$ cat src/hdl/kmc_pkg.sv
// ----------------------------------------------------------------------------
// kmc_pkg
// Shared types and constants for the 2D k-means clustering core.
// ----------------------------------------------------------------------------
package kmc_pkg;

  // Storage sizes and number format
  localparam int MAX_POINTS  = 64;
  localparam int MAX_CENTERS = 16;
  localparam int FRAC_BITS   = 8;

  localparam int PT_IDX_W = 6;              // point index
  localparam int PT_CNT_W = PT_IDX_W + 1;   // points loaded, 0..64
  localparam int CT_IDX_W = 4;              // center index
  localparam int CT_CNT_W = CT_IDX_W + 1;   // centers loaded, 0..16
  localparam int COORD_W  = 16;
  localparam int CTR_W    = COORD_W + FRAC_BITS;     // Q16.8 center
  localparam int DIFF_W   = CTR_W + 1;
  localparam int SQ_W     = 2 * DIFF_W;
  localparam int DIST_W   = SQ_W + 1;
  localparam int SUM_W    = COORD_W + PT_IDX_W;      // per-cluster sum
  localparam int DVD_W    = SUM_W + FRAC_BITS;       // scaled sum
  localparam int ITER_W   = 16;
  localparam int OP_W     = 2;

  localparam logic [ITER_W-1:0] MAX_ITER_RESET = 16'd100;

  // Operation codes
  localparam logic [OP_W-1:0] OP_LOAD_POINT  = 2'd0;
  localparam logic [OP_W-1:0] OP_LOAD_CENTER = 2'd1;
  localparam logic [OP_W-1:0] OP_RUN         = 2'd2;

  // Controller to datapath commands
  typedef struct packed {
    logic load_point;
    logic load_center;
    logic run_init;
    logic pass_begin;
    logic pt_read;
    logic pt_latch;
    logic c_read;
    logic c_diff;
    logic c_square;
    logic c_sum;
    logic c_compare;
    logic pt_commit;
    logic upd_begin;
    logic div_start_x;
    logic div_start_y;
    logic wr_cx;
    logic wr_cy;
    logic upd_next;
    logic iter_inc;
    logic out_begin;
    logic emit;
  } cmd_t;

  // Datapath to controller status
  typedef struct packed {
    logic no_points;
    logic no_pass;
    logic cmp_init;
    logic j_end;
    logic pt_last;
    logic changed;
    logic count_nz;
    logic div_done;
    logic it_last;
  } stat_t;

endpackage

$ cat src/hdl/kmc_ctrl.sv
// ----------------------------------------------------------------------------
// kmc_ctrl
// Sequencer for loads, assignment passes, center updates and result output.
// ----------------------------------------------------------------------------
module kmc_ctrl (
  input  logic                        clk,
  input  logic                        rst,
  input  logic                        start,
  input  logic [kmc_pkg::OP_W-1:0]    operation,
  input  kmc_pkg::stat_t              stat,
  output kmc_pkg::cmd_t               cmd,
  output logic                        busy
);

  localparam logic [4:0] S_IDLE   = 5'd0;
  localparam logic [4:0] S_INIT   = 5'd1;
  localparam logic [4:0] S_PASS   = 5'd2;
  localparam logic [4:0] S_PRD    = 5'd3;
  localparam logic [4:0] S_PLAT   = 5'd4;
  localparam logic [4:0] S_CRD    = 5'd5;
  localparam logic [4:0] S_CDIF   = 5'd6;
  localparam logic [4:0] S_CSQ    = 5'd7;
  localparam logic [4:0] S_CSUM   = 5'd8;
  localparam logic [4:0] S_CCMP   = 5'd9;
  localparam logic [4:0] S_COMMIT = 5'd10;
  localparam logic [4:0] S_PEND   = 5'd11;
  localparam logic [4:0] S_UCHK   = 5'd12;
  localparam logic [4:0] S_DXW    = 5'd13;
  localparam logic [4:0] S_DYW    = 5'd14;
  localparam logic [4:0] S_UNXT   = 5'd15;
  localparam logic [4:0] S_ITER   = 5'd16;
  localparam logic [4:0] S_OBEG   = 5'd17;
  localparam logic [4:0] S_ORD    = 5'd18;
  localparam logic [4:0] S_OEM    = 5'd19;

  logic [4:0] state, state_next;
  logic       accept;

  assign busy   = (state != S_IDLE);
  assign accept = start && !busy;

  always_ff @(posedge clk) begin
    if (rst) state <= S_IDLE;
    else     state <= state_next;
  end

  // next state and commands
  always_comb begin
    state_next = state;
    cmd        = '0;
    unique case (state)
      S_IDLE: begin
        if (accept) begin
          cmd.load_point  = (operation == kmc_pkg::OP_LOAD_POINT);
          cmd.load_center = (operation == kmc_pkg::OP_LOAD_CENTER);
          if (operation == kmc_pkg::OP_RUN && !stat.no_points) state_next = S_INIT;
        end
      end
      S_INIT: begin
        cmd.run_init = 1'b1;
        state_next   = stat.no_pass ? S_OBEG : S_PASS;
      end
      S_PASS: begin
        cmd.pass_begin = 1'b1;
        state_next     = S_PRD;
      end
      S_PRD: begin
        cmd.pt_read = 1'b1;
        state_next  = S_PLAT;
      end
      S_PLAT: begin
        cmd.pt_latch = 1'b1;
        state_next   = S_CRD;
      end
      S_CRD: begin
        cmd.c_read = 1'b1;
        state_next = S_CDIF;
      end
      S_CDIF: begin
        cmd.c_diff = 1'b1;
        state_next = S_CSQ;
      end
      S_CSQ: begin
        cmd.c_square = 1'b1;
        state_next   = S_CSUM;
      end
      S_CSUM: begin
        cmd.c_sum  = 1'b1;
        state_next = S_CCMP;
      end
      S_CCMP: begin
        cmd.c_compare = 1'b1;
        state_next    = (!stat.cmp_init && stat.j_end) ? S_COMMIT : S_CRD;
      end
      S_COMMIT: begin
        cmd.pt_commit = 1'b1;
        state_next    = stat.pt_last ? S_PEND : S_PRD;
      end
      S_PEND: begin
        if (stat.changed) begin
          cmd.upd_begin = 1'b1;
          state_next    = S_UCHK;
        end else begin
          state_next = S_OBEG;
        end
      end
      S_UCHK: begin
        if (stat.count_nz) begin
          cmd.div_start_x = 1'b1;
          state_next      = S_DXW;
        end else begin
          state_next = S_UNXT;
        end
      end
      S_DXW: begin
        if (stat.div_done) begin
          cmd.wr_cx       = 1'b1;
          cmd.div_start_y = 1'b1;
          state_next      = S_DYW;
        end
      end
      S_DYW: begin
        if (stat.div_done) begin
          cmd.wr_cy  = 1'b1;
          state_next = S_UNXT;
        end
      end
      S_UNXT: begin
        if (stat.j_end) begin
          state_next = S_ITER;
        end else begin
          cmd.upd_next = 1'b1;
          state_next   = S_UCHK;
        end
      end
      S_ITER: begin
        cmd.iter_inc = 1'b1;
        state_next   = stat.it_last ? S_OBEG : S_PASS;
      end
      S_OBEG: begin
        cmd.out_begin = 1'b1;
        state_next    = S_ORD;
      end
      S_ORD: begin
        cmd.pt_read = 1'b1;
        state_next  = S_OEM;
      end
      S_OEM: begin
        cmd.emit   = 1'b1;
        state_next = stat.pt_last ? S_IDLE : S_ORD;
      end
      default: state_next = S_IDLE;
    endcase
  end

endmodule

$ cat config.mk
export PLATFORM = sky130hd
export DESIGN_NAME = kmc_ctrl
export DESIGN_NICKNAME = d
export VERILOG_FILES = /design/src/hdl/kmc_pkg.sv /design/src/hdl/kmc_ctrl.sv
export SDC_FILE = /design/constraint.sdc
export NUM_CORES = 1
export LEC_CHECK = 0
export BUFFER_PORTS_ARGS = -buffer_cell sky130_fd_sc_hd__buf_4
export CORE_MARGIN = 2
export CORE_UTILIZATION = 49
export CTS_BUF_LIST = sky130_fd_sc_hd__clkbuf_4 sky130_fd_sc_hd__clkbuf_8
export DETAILED_ROUTE_END_ITERATION = 8
export PLACE_DENSITY = 0.87
export SYNTH_ARGS = -nofsm -noshare
export SYNTH_HDL_FRONTEND = slang
export SYNTH_SLANG_ARGS = --single-unit
export TNS_END_PERCENT = 50
$ cat constraint.sdc
create_clock -name clk -period 3.83 [get_ports clk]
set_input_delay 0.383 -clock clk [delete_from_list [all_inputs] [get_ports clk]]
set_output_delay 0.383 -clock clk [all_outputs]
set_load 0.05 [all_outputs]
==> reports/qor.tcl <==
set qor(cell_type_with_the_largest_total_area_after_synthesis) {dfxtp_1}
set qor(cts_repair_resize_count) 0
set qor(nNetsFinal) 148
set qor(worst_slack_placed_ns) 1.83
set qor(synth-async-reset-ratio) 0
set qor(first_iter_violations) 27
set qor(clk_latency_worst_skew_pair_ns) 0.24
set qor(cts_made_buffers) 3
set qor(die_area_um2) 1660
set qor(final_max_slew_viol_count) 0
set qor(finalSetupTns_ns) 0
set qor(cell_internal_pwr_w) 0.000132
set qor(cts_hold_buf) 0
set qor(synth_compound_area_frac) 0.204
set qor(synthesis.yosys.warnings) 0
set qor(number_of_iterations_in_the_first_detailed_routing_pass) 4
set qor(antenna_found_initial) 0
set qor(fmaxAchievable_mhz) 440
set qor(timing.final.ws_setup_ns) 1.56
set qor(synth_edf_count) 0
set qor(drive_above_1_share) 0.361
set qor(synth_seq_area_share) 0.151
set qor(tightestPinTransition_ns) 0.446
set qor(synthesis.instances) 102
set qor(crit_path_max_fanout) 13
set qor(timing.final.hold_violations) 0
set qor(maxSlewHeadroom) 0.702
set qor(combPwrFrac) 0.367
set qor(drtAntennaViolNets) 0
set qor(die-height_um) 40.8
set qor(period_minus_slack_ns) 2.27
set qor(cap_viol_max_count) 0
set qor(synth_fa_ha_area_frac) 0
set qor(synth.net_count) 116
set qor(postCtsSetupRepairBufs) 0
set qor(synth-simple-area-share) 0.509
set qor(grt_pass1_wl_um) 3240
set qor(rsz0062_at_grt) {no}
set qor(classification_of_the_worst_slack_hold_path) {in2reg}
set qor(worst_clock_skew_ns) 0.00495
set qor(synth_top_cells_by_area) {dfxtp_1, nor2_1, nor3_1}
set qor(ant_diodes) 0
set qor(fill_cells) 115
set qor(route.detailed.vias_per_inst) 5.73
set qor(synth-xor-area-share) 0.0264
set qor(unique_cell_type_count_in_the_yosys_netlist) 35
set qor(cts_tree) {built}
set qor(floorplan.core_area_um2) 1280
set qor(htreeDepth) 1
set qor(design_power_total_w) 0.000204
set qor(synth_to_layout_area_growth_pct) 40.0
set qor(power.share.switching) 0.357
set qor(cts.path.max_buffers) 2
set qor(timing.critical_path.required_ns) 3.45
set qor(timing.hold.ws_ns) 0.368
set qor(power_frac_clock) 0.337
set qor(dp.cells) 144
set qor(final-instance-count-excl-fill) 148
set qor(max_flop_register) {state}
set qor(post_synthesis_average_cell_area_um2) 6.50
set qor(grt_start_max_net_pins) 15
set qor(floorplan.die.width_um) 40.8
set qor(wl_um) 2140
set qor(numClockSinks) 5
set qor(crit_path_end_kind) {output port}
set qor(clkTransAtPathRegs_ns) 0.05
set qor(total_switching_power_w) 0.0000730
set qor(synth_top_flop_cell) {dfxtp_1}
set qor(vdd.ir_drop.worst_mv) 0.198
set qor(io_buffer_count) 35
set qor(cp-start-kind) {flop}
set qor(rows) 13
set qor(grt_pass1_vias) 783
set qor(globalRoute.totalOverflow) 0
set qor(layout_worst_path_cycle_share) 0.594
set qor(gp_routability_congestion) 0.947
set qor(cp.arrival_ns) 1.89
set qor(outcome) {finished, final reports clean}
set qor(timing.final.setup_violations) 0
set qor(largest_register_ff_count) 5
set qor(post-route-drc-count) 0
set qor(groute.usage.overall) 0.289
set qor(netlist_top_cells_count) {nor2_1, nor3_1, inv_1}
set qor(pwr_density_cell_nw_per_um2) 220
set qor(io_pins) 36
set qor(seq_power_share) 0.296
set qor(reg_top3) {state (5)}
set qor(timing_worst_setup_path_type) {reg2out}
set qor(yosys.cell_count.top_type) {nor2_1}
set qor(vias) 848
set qor(hpwl_um) 1650
set qor(start_util) 0.516
set qor(drt-wirelength-per-cell_um) 14.4
set qor(cts-root-buf) {clkbuf_4}
set qor(postSynthRegisterBits) 5
set qor(synthesis.area_um2) 663
set qor(synth_top_family_by_area) {simple AND/OR/NAND/NOR gates}
set qor(synth_top_cell_area_share) 0.151
set qor(synthMuxAreaShare) 0
set qor(leakage_nw) 0.390
layout make-up:
cell class              instances  area (um^2)  area share
multi-input cells              82          490       0.528
repair buffers                 35          263       0.283
flip-flops and latches          5          100       0.108
clock buffers                   4         30.0      0.0323
inverters                       7         26.3      0.0283
well taps                      15         18.8      0.0202
logic make-up (layout without fill, tap and decap cells):
| kind of cell | count (synthesis) | count (layout) |
|---|---|---|
| DFF | 5 | 5 |
| AOI/OAI and AO/OA | 21 | 21 |
| xor gates and xnor gates | 2 | 2 |
| buffers and inverters | 15 | 46 |
| and+or+nand+nor | 59 | 59 |
through the flow:
step	utilization	instance area [um^2]
2_1_floorplan	-	663
3_3_place_gp	0.699	898
3_5_place_dp	0.699	898
4_1_cts	0.722	928
5_1_grt	0.722	928
6_report	0.722	928
path summary, 6_finish.rpt:
kind | end | slack [ns] | cells past startpoint | startpoint
worst max register to register | state[0]$_SDFFE_PP0P_ | 2.11 | 4 | state[4]$_SDFFE_PP0P_
worst min register to register | state[4]$_SDFFE_PP0P_ | 0.79 | 2 | state[4]$_SDFFE_PP0P_
worst max-delay path | cmd[20] | 1.56 | 5 | state[4]$_SDFFE_PP0P_
worst min-delay path | state[3]$_SDFFE_PP0P_ | 0.37 | 2 | rst
cell usage in the layout, fill, tap and decap left out, types with 4 or more instances in the layout:
master and instances:
a21oi_1 6, a31oi_1 4, buf_4 35, clkbuf_4 4
dfxtp_1 5, inv_1 7, nand2_1 4, nand2b_1 5
nor2_1 18, nor3_1 10, o21ai_0 4
power groups by stage:
stage | Combinational, W | Clock [W] | Sequential, W
4_1_cts | 0.0000749 | 0.0000703 | 0.0000602
3_3_place_gp | 0.0000739 | 0 | 0.0000606
5_1_grt | 0.0000805 | 0.0000778 | 0.0000607
2_1_floorplan | 0.0000537 | 0 | 0.0000559
6_report | 0.0000750 | 0.0000690 | 0.0000606
3_5_place_dp | 0.0000745 | 0 | 0.0000611
layer usage:
metal,wire length (um),track usage
met1,857,0.330
met2,1090,0.539
met3,193,0.0815
met4,0,0.0250
met5,0,0
worst max-delay path, stage by stage, from the launching register on:
cell and delay [ns]:
dfxtp_1 0.41, or3_1 0.51, nor2_1 0.16, inv_1 0.08, nor4b_2 0.25, buf_4 0.24
(Power assumes the default switching activity.)
